**config.mk**
```make
export PLATFORM = sky130hd
export DESIGN_NAME = longest_remaining_time_scheduler
export DESIGN_NICKNAME = d
export VERILOG_FILES = /design/src/hdl/lrt_pkg.sv /design/src/hdl/longest_remaining_time_scheduler.sv
export VERILOG_INCLUDE_DIRS = /design/src /design/src/hdl
export SDC_FILE = /design/constraint.sdc
export NUM_CORES = 1
export LEC_CHECK = 0
export BUFFER_PORTS_ARGS = -buffer_cell sky130_fd_sc_hd__buf_2
export CORE_ASPECT_RATIO = 0.8
export CORE_UTILIZATION = 34
export DETAILED_ROUTE_END_ITERATION = 10
export HOLD_SLACK_MARGIN = 0.08
export PLACE_DENSITY_LB_ADDON = 0.1
export SLEW_MARGIN = 5
export SYNTH_ARGS = -nofsm -noshare
export SYNTH_HDL_FRONTEND = slang
export SYNTH_SLANG_ARGS = --single-unit
```
**constraint.sdc**
```tcl
create_clock -name clk -period 6.8 [get_ports clk]
set_input_delay 1.02 -clock clk [delete_from_list [all_inputs] [get_ports clk]]
set_output_delay 1.02 -clock clk [all_outputs]
set_load 0.02 [all_outputs]
```
**src/hdl/assert_macros.svh**
```systemverilog
// Assertion helpers clocked on clk, quiet during reset
`ifndef ASSERT_MACROS_SVH
`define ASSERT_MACROS_SVH

`define ASSERT_CLK(label, prop, msg) \
  label: assert property (@(posedge clk) disable iff (rst) (prop)) else $error(msg);

`define ASSERT_NEXT(label, cond, nxt, msg) \
  label: assert property (@(posedge clk) disable iff (rst) (cond) |=> (nxt)) else $error(msg);

`endif

```
**src/hdl/lrt_pkg.sv**
```systemverilog
package lrt_pkg;

  localparam int NP = 16;
  localparam int IW = $clog2(NP);
  localparam int CW = IW + 1;
  localparam int TW = 16;
  localparam logic [TW-1:0] TIME_MAX = '1;

  typedef enum logic [1:0] {
    OP_LOAD   = 2'd0,
    OP_TICK   = 2'd1,
    OP_CLEAR  = 2'd2,
    OP_UNUSED = 2'd3
  } op_t;

  typedef struct packed {
    logic [1:0]    operation;
    logic [3:0]    slot;
    logic [7:0]    process_id;
    logic [TW-1:0] arrival_time;
    logic [TW-1:0] burst_time;
  } in_t;

  typedef struct packed {
    logic [TW-1:0] time_now;
    logic          idle;
    logic [7:0]    run_id;
    logic          first_run;
    logic [TW-1:0] response_time;
    logic          done_res;
    logic [TW-1:0] completion_time;
  } out_t;

  typedef struct packed {
    logic [7:0]    id;
    logic [TW-1:0] arrival;
    logic [TW-1:0] remaining;
    logic          started;
  } entry_t;

endpackage

```
**src/hdl/longest_remaining_time_scheduler.sv**
```systemverilog
// A load, clear or unused operation goes straight to the finish state to load its result.
// A tick scans the table with one table read per slot, then fetches and updates the chosen slot;
// if no slot is eligible, the tick only advances the time and skips the fetch and update.
// One item at a time: the next transfer is taken the cycle after the result is loaded into
// the output register, and the result waits in the finish state while the output stalls.
// Reset: rst is synchronous, active high; empties the table through per-slot valid bits.
module longest_remaining_time_scheduler (
  input  logic          clk,
  input  logic          rst,
  input  logic          cfg_write,
  input  logic          cfg_data,
  input  logic          in_valid,
  output logic          in_stall,
  input  lrt_pkg::in_t  in_data,
  output logic          out_valid,
  input  logic          out_stall,
  output lrt_pkg::out_t out_data
);
  import lrt_pkg::*;

  `include "assert_macros.svh"

  typedef enum logic [4:0] {
    ST_IDLE   = 5'b00001,
    ST_SCAN   = 5'b00010,
    ST_FETCH  = 5'b00100,
    ST_UPDATE = 5'b01000,
    ST_FINISH = 5'b10000
  } state_t;

  state_t          state;
  entry_t          mem [NP];
  logic [NP-1:0]   ent_vld;
  entry_t          rd_q;
  logic            rd_vq;
  entry_t          ent;
  logic            rd_en;
  logic [IW-1:0]   rd_addr;
  logic            wr_en;
  logic [IW-1:0]   wr_addr;
  entry_t          wr_data;

  logic            preemptive;
  logic [TW-1:0]   cur_time;
  logic [TW-1:0]   time_adv;
  logic            cur_valid;
  logic [IW-1:0]   cur_slot;
  logic [IW-1:0]   run_slot;
  logic [CW-1:0]   cnt;
  logic            scan_pend;
  logic [IW-1:0]   scan_idx;
  logic            found;
  logic [IW-1:0]   best_idx;
  logic [TW-1:0]   best_rem;
  logic [TW-1:0]   best_arr;
  logic [IW-1:0]   sel_slot;
  logic            elig;
  logic            better;
  logic            accept;
  logic            slot_ok;
  logic            out_load;
  logic            done_now;
  out_t            res;

  assign in_stall = (state != ST_IDLE);
  assign accept   = in_valid && !in_stall;
  assign slot_ok  = (int'(in_data.slot) < NP);
  assign ent      = rd_vq ? rd_q : '0;
  assign elig     = (ent.remaining != '0) && (ent.arrival <= cur_time);
  assign better   = !found || (ent.remaining > best_rem) ||
                    ((ent.remaining == best_rem) && (ent.arrival < best_arr));
  assign sel_slot = (preemptive || !cur_valid) ? best_idx : cur_slot;
  assign time_adv = (cur_time == TIME_MAX) ? cur_time : cur_time + 1'b1;
  assign out_load = (state == ST_FINISH) && (!out_valid || !out_stall);
  assign done_now = (ent.remaining == TW'(1));

  always_comb begin
    rd_en   = 1'b0;
    rd_addr = cnt[IW-1:0];
    wr_en   = 1'b0;
    wr_addr = IW'(in_data.slot);
    wr_data = '{id: in_data.process_id, arrival: in_data.arrival_time,
                remaining: in_data.burst_time, started: 1'b0};
    unique case (state)
      ST_IDLE: begin
        wr_en = accept && (op_t'(in_data.operation) == OP_LOAD) && slot_ok;
      end
      ST_SCAN: begin
        rd_en = (cnt < CW'(NP));
      end
      ST_FETCH: begin
        rd_en   = found;
        rd_addr = sel_slot;
      end
      ST_UPDATE: begin
        wr_en   = 1'b1;
        wr_addr = run_slot;
        wr_data = '{id: ent.id, arrival: ent.arrival,
                    remaining: ent.remaining - 1'b1, started: 1'b1};
      end
      ST_FINISH: begin
      end
      default: begin
      end
    endcase
  end

  always_ff @(posedge clk) begin
    if (wr_en) begin
      mem[wr_addr] <= wr_data;
    end
    if (rd_en) begin
      rd_q <= mem[rd_addr];
    end
  end

  always_ff @(posedge clk) begin
    if (rst) begin
      state      <= ST_IDLE;
      ent_vld    <= '0;
      rd_vq      <= 1'b0;
      preemptive <= 1'b0;
      cur_time   <= '0;
      cur_valid  <= 1'b0;
      cur_slot   <= '0;
      cnt        <= '0;
      scan_pend  <= 1'b0;
      found      <= 1'b0;
      out_valid  <= 1'b0;
    end else begin
      if (cfg_write) begin
        preemptive <= cfg_data;
      end
      if (rd_en) begin
        rd_vq <= ent_vld[rd_addr];
      end
      if (out_load) begin
        out_valid <= 1'b1;
      end else if (out_valid && !out_stall) begin
        out_valid <= 1'b0;
      end
      unique case (state)
        ST_IDLE: begin
          if (accept) begin
            res <= '{time_now: cur_time, idle: 1'b0, run_id: '0, first_run: 1'b0,
                     response_time: '0, done_res: 1'b0, completion_time: '0};
            unique case (op_t'(in_data.operation))
              OP_LOAD: begin
                state <= ST_FINISH;
                if (slot_ok) begin
                  ent_vld[IW'(in_data.slot)] <= 1'b1;
                  if (cur_valid && (cur_slot == IW'(in_data.slot))) begin
                    cur_valid <= 1'b0;
                  end
                end
              end
              OP_TICK: begin
                cnt       <= '0;
                scan_pend <= 1'b0;
                found     <= 1'b0;
                state     <= ST_SCAN;
              end
              OP_CLEAR: begin
                ent_vld   <= '0;
                cur_valid <= 1'b0;
                cur_slot  <= '0;
                cur_time  <= '0;
                state     <= ST_FINISH;
              end
              OP_UNUSED: begin
                state <= ST_FINISH;
              end
            endcase
          end
        end
        ST_SCAN: begin
          if (cnt < CW'(NP)) begin
            cnt <= cnt + 1'b1;
          end
          scan_pend <= (cnt < CW'(NP));
          scan_idx  <= cnt[IW-1:0];
          if (scan_pend && elig && better) begin
            found    <= 1'b1;
            best_idx <= scan_idx;
            best_rem <= ent.remaining;
            best_arr <= ent.arrival;
          end
          if (cnt == CW'(NP)) begin
            state <= ST_FETCH;
          end
        end
        ST_FETCH: begin
          if (!found) begin
            res.idle <= 1'b1;
            cur_time <= time_adv;
            state    <= ST_FINISH;
          end else begin
            cur_slot  <= sel_slot;
            cur_valid <= 1'b1;
            run_slot  <= sel_slot;
            state     <= ST_UPDATE;
          end
        end
        ST_UPDATE: begin
          res <= '{time_now: res.time_now, idle: 1'b0, run_id: ent.id,
                   first_run: !ent.started,
                   response_time: ent.started ? '0 : (cur_time - ent.arrival),
                   done_res: done_now,
                   completion_time: done_now ? time_adv : '0};
          if (done_now) begin
            cur_valid <= 1'b0;
          end
          ent_vld[run_slot] <= 1'b1;
          cur_time          <= time_adv;
          state             <= ST_FINISH;
        end
        ST_FINISH: begin
          if (out_load) begin
            state <= ST_IDLE;
          end
        end
        default: begin
          state <= ST_IDLE;
        end
      endcase
    end
  end

  always_ff @(posedge clk) begin
    if (out_load) begin
      out_data <= res;
    end
  end

  `ASSERT_CLK(a_cur_slot_loaded, !cur_valid || ent_vld[cur_slot], "running slot not loaded")
  `ASSERT_NEXT(a_update_then_finish, state == ST_UPDATE, state == ST_FINISH, "update skipped finish")
  `ASSERT_CLK(a_scan_bound, cnt <= CW'(NP), "scan counter overran")
  `ASSERT_NEXT(a_stall_hold, out_valid && out_stall, out_valid && $stable(out_data), "result lost")

endmodule

```
* After elaboration in Yosys (flattened, before gate mapping) *
Memories as Yosys holds them, arrays and structs flattened. A register that Yosys moved wholly into a read port is not among the register bits.
Cells that the tools add are included.

cells by class
  multiplexer cells = 56
  $lt $le $gt $ge = 9
  add/subtract/negate cells = 4
  shifts and indexed selects = 0
  multiply operators = 0
  bitwise operators = 3
  reduce and logical (&&, ||, !) cells = 43
  equality and inequality tests = 26
  div/mod/pow operators = 0

operator list
  kind                                                 count
  two-way mux 16 bit                                   7
  one-hot mux 42 bit (2 select lines)                  1
  two-way mux 41 bit                                   2
  one-hot mux 16 bit (2 select lines)                  2
  one-hot mux 16 bit (3 select lines)                  1
  two-way mux 43 bit                                   1
  two-way mux 5 bit                                    7
  OR 16 bit                                            2
  one-hot mux 5 bit (5 select lines)                   1
  two-way mux 4 bit                                    6
  AND reduction 3 bit                                  7
  one-hot mux 5 bit (2 select lines)                   2
  AND reduction 4 bit                                  5
  adder 16 x 1 -> 16 bit (second input constant)       1
  == test 16 x 1 -> 1 bit (second input constant)      1
  == test 16 bit                                       1
  == test 16 bit (second input constant)               1
  > comparator 16 bit                                  1
  less-or-equal comparator 16 bit                      1
  < comparator 16 bit                                  1
  inequality test 2 bit (second input constant)        8
  nonzero test 16 bit                                  1
  subtractor 16 x 1 -> 16 bit (second input constant)  1
  subtractor 16 bit                                    1
  32 further kinds                                     79

word-level totals
  output and inout bits = 61
  bits in registers = 214
  bits of input ports = 52
  ROM bits = 0
  bits in latches = 0
  memories = 1
  memory bits (writable) = 656
  logic and storage cells = 172

memory list
  memory  words  bits a word  rd ports  clocked after Yosys merged registers in  write ports  RTL line                                source
  mem     16     41           1         1                                        1            longest_remaining_time_scheduler.sv:32  entry_t mem [NP];

* Logic depth before layout (Yosys ltp) *
  depth in word-level cells = 8
  depth in mapped cells = 12
  gate-level depth less buffers = 10

* Least setup slack after synthesis *
Ideal clock, no wire load.

  path kind = flip-flop to flip-flop
  start = register rd_vq
  end = register best_arr[0], enable pin
  period minus slack after synthesis = 4.674 ns
  slack = 2.126 ns
  required time = 6.359 ns
  cell stages (with the launch flop) = 12
  buffers on the path = 2
  setup time = 0.441 ns
  data arrival time = 4.233 ns
  cells stage by stage = dfxtp_1 clkbuf_1 clkbuf_1 nand2_1 ha_1 nor2b_1 o21ai_0 a21boi_0 o41ai_1 o21ai_0 o211ai_1 a21oi_1

on the way
  word-level cells in the longest chain between the ends = 6
  elaborated cells on any way between the ends = 13
  those cells by class = 3 x order compare; 1 x eq/ne; 1 x mux; 8 x reduce/logical

ends and longest elaborated chain
  element                                                  RTL line                                                                         source
  start: declaration                                       longest_remaining_time_scheduler.sv:35                                           logic rd_vq;
  start signal: assignment                                 longest_remaining_time_scheduler.sv:135                                          rd_vq <= ent_vld[rd_addr];
  two-way mux 41 bit *                                     longest_remaining_time_scheduler.sv:68                                           assign ent = rd_vq ? rd_q : '0;
  less-or-equal comparator 16 bit (tied with other cells)  longest_remaining_time_scheduler.sv:69                                           assign elig = (ent.remaining != '0) && (ent.arrival <= cur_time);
  logical AND 1 bit (tied with other cells)                longest_remaining_time_scheduler.sv:69
  logical AND 1 bit or logical OR 1 bit (tied branches)    longest_remaining_time_scheduler.sv:182, longest_remaining_time_scheduler.sv:70
  logical AND 1 bit *                                      longest_remaining_time_scheduler.sv:182                                          if (scan_pend && elig && better) begin
  AND reduction 3 bit (no source line) *                   n/a
  end signal: assignment                                   longest_remaining_time_scheduler.sv:186                                          best_arr <= ent.arrival;
  end: declaration                                         longest_remaining_time_scheduler.sv:55                                           logic [TW-1:0] best_arr;

Every way passes the cells marked *; elsewhere a longest branch is shown, timed or not.
A chain may end at the register's enable or synchronous reset.

* Worst setup path in the final report *
  start = register rd_vq
  end = register best_rem[15], enable pin

on the way
  word-level cells in the longest chain between the ends = 6
  elaborated cells on any way between the ends = 13
  those cells by class = 3 x order compare; 1 x eq/ne; 1 x mux; 8 x reduce/logical

ends and longest elaborated chain
  element                                                  RTL line                                                                         source
  two-way mux 41 bit *                                     longest_remaining_time_scheduler.sv:68
  less-or-equal comparator 16 bit (tied with other cells)  longest_remaining_time_scheduler.sv:69
  logical AND 1 bit (tied with other cells)                longest_remaining_time_scheduler.sv:69
  logical AND 1 bit or logical OR 1 bit (tied branches)    longest_remaining_time_scheduler.sv:182, longest_remaining_time_scheduler.sv:70
  logical AND 1 bit *                                      longest_remaining_time_scheduler.sv:182
  AND reduction 3 bit (no source line) *                   n/a
  end signal: assignment                                   longest_remaining_time_scheduler.sv:185                                          best_rem <= ent.remaining;
  end: declaration                                         longest_remaining_time_scheduler.sv:54                                           logic [TW-1:0] best_rem;

Marks and branches as above.

==> qor.txt <==
FF-to-FF path depth -> 11
Post-synth top cells -> 859 x edfxtp_1, 164 x mux4_2, 130 x nor2_1
share of the synthesized area in the top cell type -> 70.1%
critical path class -> reg -> reg
Setup Total Neg Slack -> 0 ns
Worst Hold Depth -> 0
Rows -> 107
CTS tree -> yes
reg-to-reg startpoint -> rd_vq
Critical Path Sink -> best_rem[15]
Synth Warn # -> 0
synth unique cells -> 75
post-DR wirelength/cell -> 25.9 um
fmax -> 0.237 GHz
vias in the first global route -> 20200
GR Util All Layers -> 17.9%
syn nets -> 2197
first-pass GRT wire length -> 141000 um
# resized after CTS -> 0
Post-CTS Hold Fix Bufs -> 0
Final setup violation count -> 0
pin count of the biggest net entering global routing -> 124
post-route ant nets -> 0
Worst IR Drop VDD -> 0.205 mV
CTS sink cnt -> 911
r2r setup slk -> 2.58 ns
Vias per Instance -> 5.24
RSZ-0062 raised after global routing -> false
total CTS buffers -> 96
status -> finished with violations
clock slew at reported path FFs -> 0.07 ns
share of cells above drive strength 1 -> 21.6%
Cell Count, Final, Fillers Out -> 3762
Syn Area/Cell -> 17.6 sq um
placed cells -> 3589
final wirelength -> 97300 um
clk root buf -> clkbuf_16
worst endpoint data arrival time -> 4.58 ns
Netlist Area Pre-Place -> 36800 sq um
Core Footprint -> 107000 sq um
HP Class -> reg -> reg
Initial Util -> 34.4%
area leader, netlist -> edfxtp_1
reg2reg end -> best_rem[15]
Syn-to-layout area delta -> 15.2%
Slew Viols, Final -> 0
GPL Wtd Cong -> 0.803
Clock Skew -> 0.0246 ns
startpoint types -> flop
most numerous cell in the Yosys netlist -> edfxtp_1
Worst-Margin Slew -> 1.33 ns
Min Hold Slack -> 0.409 ns
number of register bits inferred by synthesis -> 911
Power Dens Cells -> 276 nW/um^2
PortBufs -> 112
Seq/Total Area, Yosys -> 73.0%
Post-CTS Repair Setup Buffers -> 0
Die Footprint -> 110000 sq um
violated checks -> DRC
critical path peak fanout -> 36
Initial DRC Count -> 1696
slew margin rel. -> 10.9%
CP startpoint -> rd_vq
die height -> 296 um
Leakage -> 0.0145 uW
via count -> 19700
maxcap violations -> 0
DP Wirelength -> 55700 um
Cells after Synth -> 2094
fin nets -> 2373
final-report hold violation count -> 0
number of synthesized flops with an enable pin -> 859
clk_lat worst skew -> 0.67 ns
Top FF cell, synth -> edfxtp_1
die width -> 370 um
Worst setup EP type -> flop
cells taking the most area after synthesis -> edfxtp_1 70%, mux4_2 10%, dfxtp_1 2.8%
Detailed Routing Iterations Pass 1 -> 8
H-tree levels -> 3
async set-reset flop share out of synthesis -> 0%
gr ovfl total -> 0
initial antenna violation count -> 2
IO Pins -> 113
CTS max path bufs -> 3
Worst EP required -> 7.16 ns
final worst-path cycle share -> 62.1%
Period minus WS final -> 4.22 ns
DRC Markers -> 16
worst max-delay path, cell delays in order, from the launching register on:
cell and delay [ns]:
dfxtp_2 0.66, buf_4 0.43, nand2_1 0.18, ha_1 0.37
nor2b_1 0.16, o21ai_0 0.18, a21boi_0 0.17, o41ai_1 0.66
o21ai_0 0.37, o211ai_1 0.34, a21oi_4 0.04, buf_4 0.30
worst min-delay path by stage:
stage | startpoint | end
after floorplan | scan_idx[0] | best_idx[0]
after global placement | res[36] | out_data[36]
after detailed placement | res[3] | out_data[3]
after CTS | scan_idx[0] | best_idx[0]
after global routing | scan_idx[0] | best_idx[0]
final | scan_idx[1] | best_idx[1]
layout by cell type (no fill, tap or decap), drive strengths merged, types with 50 or more instances in the layout:
cell	n
a21oi	104
edfxtp	859
a211oi	51
clkbuf	121
nor2	130
dfxtp	52
mux2i	55
ha	50
nand2	99
o21ai	56
inv	73
mux4	164
buf	171
where the power goes:
part | internal, uW | switching (uW) | total (uW) | leakage (uW)
clock | 2980 | 2190 | 5180 | 0.00149
combinational | 93.0 | 229 | 322 | 0.00481
sequential | 6180 | 20.1 | 6200 | 0.00824
total | 9260 | 2440 | 11700 | 0.0145
through the flow:
stage / area [sq um] / utilization, % / total power [uW] / setup WS, ns
detailed placement: 39300 / 36.8 / 6650 / 2.56
CTS: 42400 / 39.7 / 11900 / 2.53
global placement: 39300 / 36.8 / 6640 / 2.60
finish: 42400 / 39.7 / 11700 / 2.58
global route: 42400 / 39.7 / 12100 / 2.20
floorplan: 36800 / - / 6500 / 2.13
routing by layer:
metal | part of all wire [%] | vias to the layer above | global-route usage (%) | wire length (um)
met2 | 46 | 490 | 27.5 | 44400
met5 | 0 | - | 0 | 0
li1 | - | 8683 | - | -
met4 | 1.9 | 0 | 4.00 | 1870
met3 | 4.5 | 123 | 3.26 | 4360
met1 | 48 | 10400 | 26.3 | 46700
flip-flops by register name, indices dropped and copies added (netlist names):
| name | count |
|---|---|
| found | 1 |
| out_valid | 1 |
| out_data | 59 |
| mem | 656 |
| cnt | 5 |
| best_arr | 16 |
| cur_time | 16 |
| run_slot | 4 |
| best_idx | 4 |
| ent_vld | 16 |
| state | 5 |
| rd_vq | 1 |
| cur_slot | 4 |
| rd_q | 41 |
| best_rem | 16 |
| scan_idx | 4 |
| preemptive | 1 |
| res | 59 |
| scan_pend | 1 |
| cur_valid | 1 |
cell type report:
cell class	instances	area, sq um
clock inverters	51	527
diodes	1	2.50
clock buffers	121	2540
repair buffers	171	1040
flip-flops and latches	911	26800
inverters	72	275
multi-input cells	1018	9380
well taps	1417	1770
fillers	9793	64500
logic make-up after synthesis:
family                   share of synthesized area (%)
flip-flops                                        73.0
multiplexers                                      11.8
AND/OR/NAND/NOR                                   5.24
AO/OA/AOI/OAI                                     5.33
XOR/XNOR                                         0.881
adder cells (fa/ha/maj)                           1.76
buffers and inverters                             2.08
Note: power is estimated with default switching activity, not from simulation.
